$ cat src/rtl/rhc_pkg.sv
// ----------------------------------------------------------------------------
// rhc_pkg
// shared widths, defaults and codes for the rgb to hsv converter
// ----------------------------------------------------------------------------
package rhc_pkg;

	// channel and result field widths
	localparam int CH_W  = 8;
	localparam int HUE_W = 16;
	localparam int SAT_W = 17;
	localparam int VAL_W = 8;

	// default number of fraction bits of hue and saturation
	localparam int FRAC_BITS_DEF = 16;

	// hue numerator and divisor widths (6 * 255 fits in 11 bits)
	localparam int NUM_W = 11;

	// channel that holds the maximum, ties go red, then green, then blue
	typedef enum logic [2:0] {
		WIN_RED   = 3'b001,
		WIN_GREEN = 3'b010,
		WIN_BLUE  = 3'b100
	} win_t;

endpackage

$ cat src/rtl/rgb_to_hsv_converter.sv
// ----------------------------------------------------------------------------
// rgb_to_hsv_converter
// 8-bit rgb pixel in, fixed-point hue, saturation and value out.
//
// input: a pixel beat (red, green, blue) is taken at a rising edge with start
// high and busy low. busy is always low: a new pixel may enter every cycle.
// output: done is high for exactly one cycle with hue, saturation and
// brightness_value valid; the receiver has no way to hold results off and
// none is needed, since nothing in the pipe ever waits.
// pipeline: one stage finds max, min and the winning channel, one forms the hue
// numerator and loads both dividers, FRAC_BITS stages each resolve one quotient
// bit of both dividers (saturation and hue side by side), and one output
// register follows. throughput is one pixel per clock, set by the
// one-bit-per-stage restoring divider chain.
// reset: arst_n clears all valid bits at once; pixels in flight are dropped
// and no done strobe follows for them.
// black and grey pixels give hue and saturation zero.
// ----------------------------------------------------------------------------
module rgb_to_hsv_converter #(
	parameter int FRAC_BITS = rhc_pkg::FRAC_BITS_DEF
) (
	input  logic                      clk,
	input  logic                      arst_n,
	input  logic                      start,
	output logic                      busy,
	input  logic [rhc_pkg::CH_W-1:0]  red,
	input  logic [rhc_pkg::CH_W-1:0]  green,
	input  logic [rhc_pkg::CH_W-1:0]  blue,
	output logic                      done,
	output logic [rhc_pkg::HUE_W-1:0] hue,
	output logic [rhc_pkg::SAT_W-1:0] saturation,
	output logic [rhc_pkg::VAL_W-1:0] brightness_value
);

	localparam int CW   = rhc_pkg::CH_W;
	localparam int NW   = rhc_pkg::NUM_W;
	localparam int HW   = (FRAC_BITS > rhc_pkg::HUE_W) ? FRAC_BITS : rhc_pkg::HUE_W;
	localparam int SW   = (FRAC_BITS + 1 > rhc_pkg::SAT_W) ? FRAC_BITS + 1 : rhc_pkg::SAT_W;
	localparam int LAT  = FRAC_BITS + 2;

	logic accept;

	// the pipe never stalls
	assign busy   = 1'b0;
	assign accept = start && !busy;

	// ------------------------------------------------------------------
	// stage 1: max, min, delta, winning channel, channel difference
	// ------------------------------------------------------------------
	logic [CW-1:0]     mx_c, mn_c;
	rhc_pkg::win_t     win_c;
	logic signed [CW:0] diff_c;

	logic              vld_s1;
	logic [CW-1:0]     mx_s1, mn_s1, delta_s1;
	rhc_pkg::win_t     win_s1;
	logic signed [CW:0] diff_s1;

	// max with red, green, blue priority on ties, and the matching difference
	always_comb begin
		mx_c   = red;
		win_c  = rhc_pkg::WIN_RED;
		diff_c = $signed({1'b0, green}) - $signed({1'b0, blue});
		if (green > mx_c && green >= blue) begin
			mx_c   = green;
			win_c  = rhc_pkg::WIN_GREEN;
			diff_c = $signed({1'b0, blue}) - $signed({1'b0, red});
		end else if (blue > red && blue > green) begin
			mx_c   = blue;
			win_c  = rhc_pkg::WIN_BLUE;
			diff_c = $signed({1'b0, red}) - $signed({1'b0, green});
		end
		mn_c = red;
		if (green < mn_c) mn_c = green;
		if (blue < mn_c) mn_c = blue;
	end

	always_ff @(posedge clk or negedge arst_n) begin
		if (!arst_n) begin
			vld_s1 <= 1'b0;
		end else begin
			vld_s1 <= accept;
		end
	end

	always_ff @(posedge clk) begin
		mx_s1    <= mx_c;
		mn_s1    <= mn_c;
		delta_s1 <= mx_c - mn_c;
		win_s1   <= win_c;
		diff_s1  <= diff_c;
	end

	// ------------------------------------------------------------------
	// stage 2 chain: entry 0 loads the divider operands, entries 1..F
	// each resolve one quotient bit of both dividers
	// ------------------------------------------------------------------
	logic                 vld_s2      [FRAC_BITS+1];
	logic [CW-1:0]        mx_s2       [FRAC_BITS+1];
	logic [NW-1:0]        six_s2      [FRAC_BITS+1];
	logic [CW-1:0]        sat_rem_s2  [FRAC_BITS+1];
	logic [NW-1:0]        hue_rem_s2  [FRAC_BITS+1];
	logic [FRAC_BITS-1:0] sat_q_s2    [FRAC_BITS+1];
	logic [FRAC_BITS-1:0] hue_q_s2    [FRAC_BITS+1];
	logic                 full_s2     [FRAC_BITS+1];
	logic                 zero_s2     [FRAC_BITS+1];

	logic [NW-1:0]         six_c;
	logic [NW-2:0]         sector_c;
	logic signed [NW:0]    num_raw_c;
	logic signed [NW:0]    num_wrap_c;
	logic                  full_c, zero_c;

	// hue numerator with sector offset, wrapped by a full turn when negative
	always_comb begin
		six_c = NW'({delta_s1, 2'b00}) + NW'({delta_s1, 1'b0});
		case (win_s1)
			rhc_pkg::WIN_RED:   sector_c = '0;
			rhc_pkg::WIN_GREEN: sector_c = (NW-1)'({delta_s1, 1'b0});
			rhc_pkg::WIN_BLUE:  sector_c = (NW-1)'({delta_s1, 2'b00});
			default:            sector_c = '0;
		endcase
		num_raw_c  = $signed({2'b00, sector_c}) + (NW+1)'(diff_s1);
		num_wrap_c = num_raw_c;
		if (num_raw_c < 0) begin
			num_wrap_c = num_raw_c + $signed({1'b0, six_c});
		end
		zero_c = (delta_s1 == '0);
		full_c = (mn_s1 == '0) && !zero_c;
	end

	always_ff @(posedge clk or negedge arst_n) begin
		if (!arst_n) begin
			vld_s2[0] <= 1'b0;
		end else begin
			vld_s2[0] <= vld_s1;
		end
	end

	// delta equal to max means saturation is exactly one: skip that division
	always_ff @(posedge clk) begin
		mx_s2[0]      <= mx_s1;
		six_s2[0]     <= six_c;
		sat_rem_s2[0] <= (full_c || zero_c) ? '0 : delta_s1;
		hue_rem_s2[0] <= zero_c ? '0 : num_wrap_c[NW-1:0];
		sat_q_s2[0]   <= '0;
		hue_q_s2[0]   <= '0;
		full_s2[0]    <= full_c;
		zero_s2[0]    <= zero_c;
	end

	genvar j;
	generate
		for (j = 1; j <= FRAC_BITS; j++) begin : g_div
			logic [CW:0] sat_sh;
			logic [NW:0] hue_sh;
			logic        sat_ge, hue_ge;
			logic [CW:0] sat_sub;
			logic [NW:0] hue_sub;
			logic [FRAC_BITS-1:0] sat_qn, hue_qn;

			// restoring step: shift, compare, subtract, set one quotient bit
			always_comb begin
				sat_sh  = {sat_rem_s2[j-1], 1'b0};
				hue_sh  = {hue_rem_s2[j-1], 1'b0};
				sat_ge  = sat_sh >= {1'b0, mx_s2[j-1]};
				hue_ge  = hue_sh >= {1'b0, six_s2[j-1]};
				sat_sub = sat_ge ? sat_sh - {1'b0, mx_s2[j-1]} : sat_sh;
				hue_sub = hue_ge ? hue_sh - {1'b0, six_s2[j-1]} : hue_sh;
				sat_qn  = sat_q_s2[j-1];
				hue_qn  = hue_q_s2[j-1];
				sat_qn[FRAC_BITS-j] = sat_ge;
				hue_qn[FRAC_BITS-j] = hue_ge;
			end

			always_ff @(posedge clk or negedge arst_n) begin
				if (!arst_n) begin
					vld_s2[j] <= 1'b0;
				end else begin
					vld_s2[j] <= vld_s2[j-1];
				end
			end

			always_ff @(posedge clk) begin
				mx_s2[j]      <= mx_s2[j-1];
				six_s2[j]     <= six_s2[j-1];
				sat_rem_s2[j] <= sat_sub[CW-1:0];
				hue_rem_s2[j] <= hue_sub[NW-1:0];
				sat_q_s2[j]   <= sat_qn;
				hue_q_s2[j]   <= hue_qn;
				full_s2[j]    <= full_s2[j-1];
				zero_s2[j]    <= zero_s2[j-1];
			end
		end
	endgenerate

	// ------------------------------------------------------------------
	// stage 3: special cases and field widths, output register
	// ------------------------------------------------------------------
	logic [HW-1:0] hue_ext_c;
	logic [SW-1:0] sat_ext_c;

	logic                      vld_s3;
	logic [rhc_pkg::HUE_W-1:0] hue_s3;
	logic [rhc_pkg::SAT_W-1:0] sat_s3;
	logic [rhc_pkg::VAL_W-1:0] val_s3;

	always_comb begin
		hue_ext_c = HW'(hue_q_s2[FRAC_BITS]);
		sat_ext_c = SW'({full_s2[FRAC_BITS], sat_q_s2[FRAC_BITS]});
		if (zero_s2[FRAC_BITS]) begin
			hue_ext_c = '0;
			sat_ext_c = '0;
		end
	end

	always_ff @(posedge clk or negedge arst_n) begin
		if (!arst_n) begin
			vld_s3 <= 1'b0;
		end else begin
			vld_s3 <= vld_s2[FRAC_BITS];
		end
	end

	always_ff @(posedge clk) begin
		hue_s3 <= hue_ext_c[rhc_pkg::HUE_W-1:0];
		sat_s3 <= sat_ext_c[rhc_pkg::SAT_W-1:0];
		val_s3 <= rhc_pkg::VAL_W'(mx_s2[FRAC_BITS]);
	end

	assign done             = vld_s3;
	assign hue              = hue_s3;
	assign saturation       = sat_s3;
	assign brightness_value = val_s3;

`ifndef ASSERT_OFF
	// every accepted beat enters the first stage
	a_enter: assert property (@(posedge clk) disable iff (!arst_n)
		accept |=> vld_s1)
		else $error("accepted pixel did not enter stage 1");

	// every accepted beat comes out after the fixed latency
	a_latency: assert property (@(posedge clk) disable iff (!arst_n)
		accept |=> ##LAT done)
		else $error("result missing after pipeline latency");

	// a strobe only follows a valid last divider step
	a_origin: assert property (@(posedge clk) disable iff (!arst_n)
		done |-> $past(vld_s2[FRAC_BITS]))
		else $error("done without a valid divider result");

	// black pixels carry no hue and no saturation
	a_black: assert property (@(posedge clk) disable iff (!arst_n)
		(done && brightness_value == '0) |-> (hue == '0 && saturation == '0))
		else $error("black pixel with nonzero hue or saturation");
`endif

endmodule

$ cat config.mk
export PLATFORM = sky130hd
export DESIGN_NAME = rgb_to_hsv_converter
export DESIGN_NICKNAME = d
export VERILOG_FILES = /design/src/rtl/rhc_pkg.sv /design/src/rtl/rgb_to_hsv_converter.sv
export SDC_FILE = /design/constraint.sdc
export NUM_CORES = 2
export LEC_CHECK = 0
export BUFFER_PORTS_ARGS = -buffer_cell sky130_fd_sc_hd__buf_2
export CAP_MARGIN = 20
export CORE_UTILIZATION = 40
export DETAILED_ROUTE_END_ITERATION = 10
export GPL_TIMING_DRIVEN = 1
export PLACE_DENSITY = 0.62
export SLEW_MARGIN = 20
export SYNTH_ARGS = -nofsm -noshare
export SYNTH_HDL_FRONTEND = slang
export SYNTH_SLANG_ARGS = --single-unit
$ cat constraint.sdc
create_clock -name clk -period 4.4 [get_ports clk]
set_input_delay 0.22 -clock clk [delete_from_list [all_inputs] [get_ports clk]]
set_output_delay 0.22 -clock clk [all_outputs]
set_load 0.02 [all_outputs]
Yosys cells after proc, flatten, opt, wreduce, memory -nomap -nowiden

Memory sizes are Yosys's and may differ from the RTL's. A register that Yosys moved wholly into a read port is not among the register bits.
Index checks and enable logic that the tools add are counted.

Register bits after elaboration: 55
Bits in writable memories: 1,224
Output and inout bits: 43
Logic and storage cells: 162
Memories kept: 8

$add $sub $neg: 39
Order comparisons: 39
Equal/unequal tests: 2
Mux-type cells: 43
Reduce and logical (&&, ||, !) cells: 7

Memories:

| name            | words | bits a word | rd ports | clocked after memory_dff | write ports | RTL line                    | source |
|---|---|---|---|---|---|---|---|
| hue_q_s2        | 17    | 16          | 17       | 1                        | 17          | rgb_to_hsv_converter.sv:104 | `logic [FRAC_BITS-1:0] hue_q_s2 [FRAC_BITS+1];` |
| sat_q_s2        | 17    | 16          | 17       | 1                        | 17          | rgb_to_hsv_converter.sv:103 | `logic [FRAC_BITS-1:0] sat_q_s2 [FRAC_BITS+1];` |
| hue_rem_s2      | 17    | 11          | 16       | 0                        | 17          | rgb_to_hsv_converter.sv:102 | `logic [NW-1:0] hue_rem_s2 [FRAC_BITS+1];` |
| six_s2          | 17    | 11          | 16       | 0                        | 17          | rgb_to_hsv_converter.sv:100 | `logic [NW-1:0] six_s2 [FRAC_BITS+1];` |
| mx_s2           | 17    | 8           | 17       | 1                        | 17          | rgb_to_hsv_converter.sv:99  | `logic [CW-1:0] mx_s2 [FRAC_BITS+1];` |
| sat_rem_s2      | 17    | 8           | 16       | 0                        | 17          | rgb_to_hsv_converter.sv:101 | `logic [CW-1:0] sat_rem_s2 [FRAC_BITS+1];` |
| 2 more memories | n/a   | n/a         | n/a      | n/a                      | n/a         | n/a                         |  |

Operators by type and width:

| kind                | number |
|---|---|
| $mux 11             | 18 |
| $ge 12x11->1        | 16 |
| $sub 11x11->11      | 16 |
| $mux 8              | 21 |
| $ge 9x8->1          | 16 |
| $sub 8x8->8         | 17 |
| $sub 8x8->9         | 3 |
| $gt 8x8->1          | 3 |
| $pmux 10 s2         | 1 |
| $mux 9              | 2 |
| $logic_not 8->1     | 2 |
| $lt 8x8->1          | 2 |
| $add 11x9->12       | 1 |
| $lt 12x1->1 const B | 1 |
| $add 10x9->11       | 1 |
| $add 11x11->11      | 1 |
| $ge 8x8->1          | 1 |
| $eq 3x2->1 const B  | 1 |
| $eq 3x3->1 const B  | 1 |
| $logic_and 1x1->1   | 3 |
| $mux 3              | 1 |
| $logic_not 1->1     | 1 |
| $logic_or 1x1->1    | 1 |

Depth between registers and ports, before layout

Depth after elaboration: 6
Mapped depth: 27
Depth with buffers taken out: 25

Worst setup path before layout

Ideal clock, no wire load.

Kind: input to register
From: input green[4] (netlist bit)
To: register delta_s1[6]
Arrival: 4,873 ps
Required time: 4,328 ps
Slack: -545 ps
Stages: 25
Cells stage by stage: inv_1 ha_1 and3_1 o21ai_1 a31oi_2 o21ai_2 clkbuf_1 nor2_1 a21oi_1 ha_1 a21o_1 a21o_1 a21oi_1 o311a_1 o41ai_4 clkbuf_1 nor2_1 a21oi_1 ha_1 fa_1 maj3_1 maj3_2 o21bai_2 maj3_2 xor2_1

Longest elaborated chain between the ends: 5

Ends and longest elaborated chain:

| item                   | RTL line                   | source |
|---|---|---|
| start: declaration     | rgb_to_hsv_converter.sv:27 | `input logic [rhc_pkg::CH_W-1:0] green,` |
| $lt 8x8->1             | rgb_to_hsv_converter.sv:74 | `if (green < mn_c) mn_c = green;` |
| $mux 8 *               | rgb_to_hsv_converter.sv:74 |  |
| $lt 8x8->1             | rgb_to_hsv_converter.sv:75 | `if (blue < mn_c) mn_c = blue;` |
| $mux 8 *               | rgb_to_hsv_converter.sv:75 |  |
| via mn_c[0]            | rgb_to_hsv_converter.sv:50 | `logic [CW-1:0] mx_c, mn_c;` |
| $sub 8x8->8 *          | rgb_to_hsv_converter.sv:89 | `delta_s1 <= mx_c - mn_c;` |
| end signal: assignment | rgb_to_hsv_converter.sv:89 |  |
| end: declaration       | rgb_to_hsv_converter.sv:55 | `logic [CW-1:0] mx_s1, mn_s1, delta_s1;` |

Mark *: on every way through the listed nets, which the timed path passes. The rest lies on a longest branch.
A chain may end at the register's enable or synchronous reset.

Final worst setup path

From: input green[6] (netlist bit)
To: register delta_s1[6]

Same word-level chain as after synthesis.

==> results.toml <==
[cts]
clock_latency_ps = 660
cts-htree-levels = 3
cts_tree = "yes"
clock-sinks = 987
clkTransAtPathRegs_ps = 60
clockBufferDepth = 3
root_buffer = "clkbuf_16"
cts_made_buffers = 98

[place]
placed_area_sq_um = 39780
port-buffer-count = 68
hpwlAfterDp_mm = 49.49
dp_slack_ps = -310.4
gp_congestion = 0.8275

[yosys]
synth-seq-cells = 987
async_flop_share_pct = 1.925
synth_area_leaders = "dfxtp_1, ha_1, inv_1"
synthAdderAreaFrac_pct = 13.77
synth_compound_area_share_pct = 11.75
syn_area_sq_um = 37490
synthCells = 3718
synth_edf_count = 0
synth_top_area_cell = "dfxtp_1"
yosys_warnings = 0
yosys.area.top_type_share_pct = 51.69
synth_top_family_by_area = "adder cells"
synth_fp_nets = 4132
synth.area.mux_share_pct = 1.068
synth-simple-area-share_pct = 10.21
ys_seq_area_share_pct = 52.96
yosys-top-cells-count = "dfxtp_1, inv_1, ha_1"
synth-xor-area-share_pct = 4.252
synth-main-ff-cell = "dfxtp_1"
yosysUniqueCellTypes = 63
avgSynthCellArea_sq_um = 10.08
synth.most_common_cell = "dfxtp_1"

[finish]
drive_gt1_share_pct = 9.132
final_nets = 4331
stdcell_area_sq_um = 43180
area_growth_pct = 15.17

[routing]
dr.pass1.iters = 5
vias = 23890
wl_per_cell_um = 12.42
first_iter_violations = 993
wirelength_mm = 65.11
antenna_left = 0
drc = 0
avgViaCountPerCell = 4.558

[worst_hold_path]
hp-start = "green[2]"
hp-class = "in -> reg"

[critical_path]
cp_top_family = "adder cells"
required_ps = 4970
crit_slowest_cell = "dlygate4sd3_1"
crit_chain = "dlygate4sd3_1, buf_2, inv_2, ha_4, and3_4, nand4_4, o21ai_4, buf_4, a21oi_2, ha_1, and4_1, nand2_1, o311a_1, o41ai_4, a21oi_1, ha_2, fa_2, maj3_2, maj3_2, o21bai_2, maj3_2, xor2_1"
max_stage_delay_ps = 510
worstSetupEndpointType = "flop"
worst-path-max-fanout = 5
worstSetupStartpoint = "green[6]"
cp.arrival_ps = 4810
startpoint_type = "input pin"
crit_path_frequent_cell = "maj3_2"
critical_path_buf_inv_count = 4
r2r-start = "win_s1[1]$_SDFF_PP1_"
criticalPathCategory = "in -> reg"

[floorplan]
rows = 111
core_sq_um = 92220
die_w_um = 308.1
dieArea_sq_um = 94950
die_y_um = 308.1
ioPinCount = 70
initial_utilization_pct = 40.65

[timing]
worst_pin_slew_ps = 997.5
hold_viol = 0
slew_violations = 0
rsz0062_at_grt = "true"
report.final.setup_viol = 0
finalWorstSetupSlack_ps = 167.8
fin_skew_ps = 20.10
relSlewSlack_pct = 33.05
fin_crit_sh_pct = 96.19
fin_setup_tns_ps = 0
period_needed_ps = 4232
max_freq_mhz = 236.3

[global_route]
grt_pass1_vias = 23180
antenna_found_initial = 0
grt_usage_pct = 13.98
grt_max_degree = 34
grt_pass1_wl_mm = 109.7
overflow = 0

[run]
cap_violations = 0

[outcome]
outcome = "finished, final reports clean"
## worst reg2reg max path, stage by stage (launching register included)
cell	delay, ps
dfxtp_1	320
nor2b_1	420
nor3b_1	250
ha_1	230
fa_1	460
ha_1	300
a21o_1	180
a21oi_1	230
o21bai_1	90
a21oi_1	250
o21bai_1	100
a21oi_1	220
o21bai_1	100
a21oi_1	170
xnor2_1	140
nand2_1	80
xor2_1	130
nor2_1	50
## registers in the layout, summed over array words and instances, names as in the netlist, 128 cells and up
name	count
sat_q_s2	136
six_s2	160
hue_q_s2	136
sat_rem_s2	128
mx_s2	136
hue_rem_s2	161
## per-stage QoR
| step | cells | hold WS (ps) | utilization, % |
|---|---|---|---|
| floorplan | 3718 | -75.59 | - |
| global placement | 5044 | 166.1 | 43.13 |
| detailed placement | 5044 | 174.0 | 43.13 |
| CTS | 5233 | 0.9053 | 46.68 |
| global route | 5240 | 41.92 | 46.82 |
| finish | 5241 | 39.08 | 46.82 |
## kinds of logic (layout without fill, tap and decap cells)
kind of cell / Yosys count / count (layout)
flip-flops: 987 / 987
multiplexers: 37 / 37
buffers and inverters: 596 / 874
adder cells (fa/ha/maj): 391 / 391
other: 1 / 2
AND/OR/NAND/NOR: 789 / 789
XOR/XNOR: 182 / 182
AO/OA/AOI/OAI: 735 / 736
## cells in the final DEF, fill, tap and decap left out, drive strengths merged, types with 71 or more instances in the layout
| cell | netlist | final |
|---|---|---|
| dfxtp | 968 | 968 |
| inv | 538 | 547 |
| ha | 350 | 350 |
| o21ai | 292 | 293 |
| nor2 | 230 | 230 |
| nand2 | 216 | 216 |
| a21oi | 202 | 202 |
| buf | 2 | 146 |
| clkbuf | 55 | 136 |
| nor2b | 126 | 126 |
| xnor2 | 111 | 111 |
| xor2 | 71 | 71 |
## per-layer routing
| layer | GRT usage [%] | part of all wire, % | wire, um | up-vias |
|---|---|---|---|---|
| met1 | 17.40 | 47 | 30540 | 10880 |
| li1 | - | - | - | 12610 |
| met2 | 24.09 | 47 | 30610 | 292 |
| met4 | 5.345 | 2.7 | 1779 | 0 |
| met3 | 2.281 | 3.3 | 2176 | 107 |
| met5 | 0 | 0 | 0 | - |
## final cells by class
type                            instances  area (sq um)
Antenna cell                            1         2.502
Multi-Input combinational cell       2136         15550
Sequential cell                       987         19860
Inverter                              539          2023
Clock inverter                         44         420.4
Tap cell                             1243          1555
Clock buffer                          136          2758
Fill cell                            8671         49040
Timing Repair Buffer                  155          1016
## worst paths after layout
check / endpoint / cells past startpoint / slack, ps
max: delta_s1[6]$_DFF_P_ / 22 / 170
min: mx_s1[2]$_DFF_P_ / 4 / 40
max reg2reg: hue_rem_s2[0][10]$_SDFF_PP0_ / 17 / 550
min reg2reg: sat_q_s2[7][12]$_DFF_P_ / 0 / 310
max in group asynchronous: vld_s2[3]$_DFF_PN0_ / 3 / 3180
min in group asynchronous: vld_s1$_DFF_PN0_ / 3 / 710
## timing repair
| item | CTS | global route |
|---|---|---|
| hold endpoints to repair | 25 | 0 |
| buffers inserted | 0 | 6 |
| hold buffers | 9 | 0 |
| setup endpoints to repair | 0 | 4 |
| gates resized for setup | 0 | 16 |
Power is left out: the tool's default activity adds up to more than one toggle a clock period on the data nets, which glitch-free logic cannot reach.
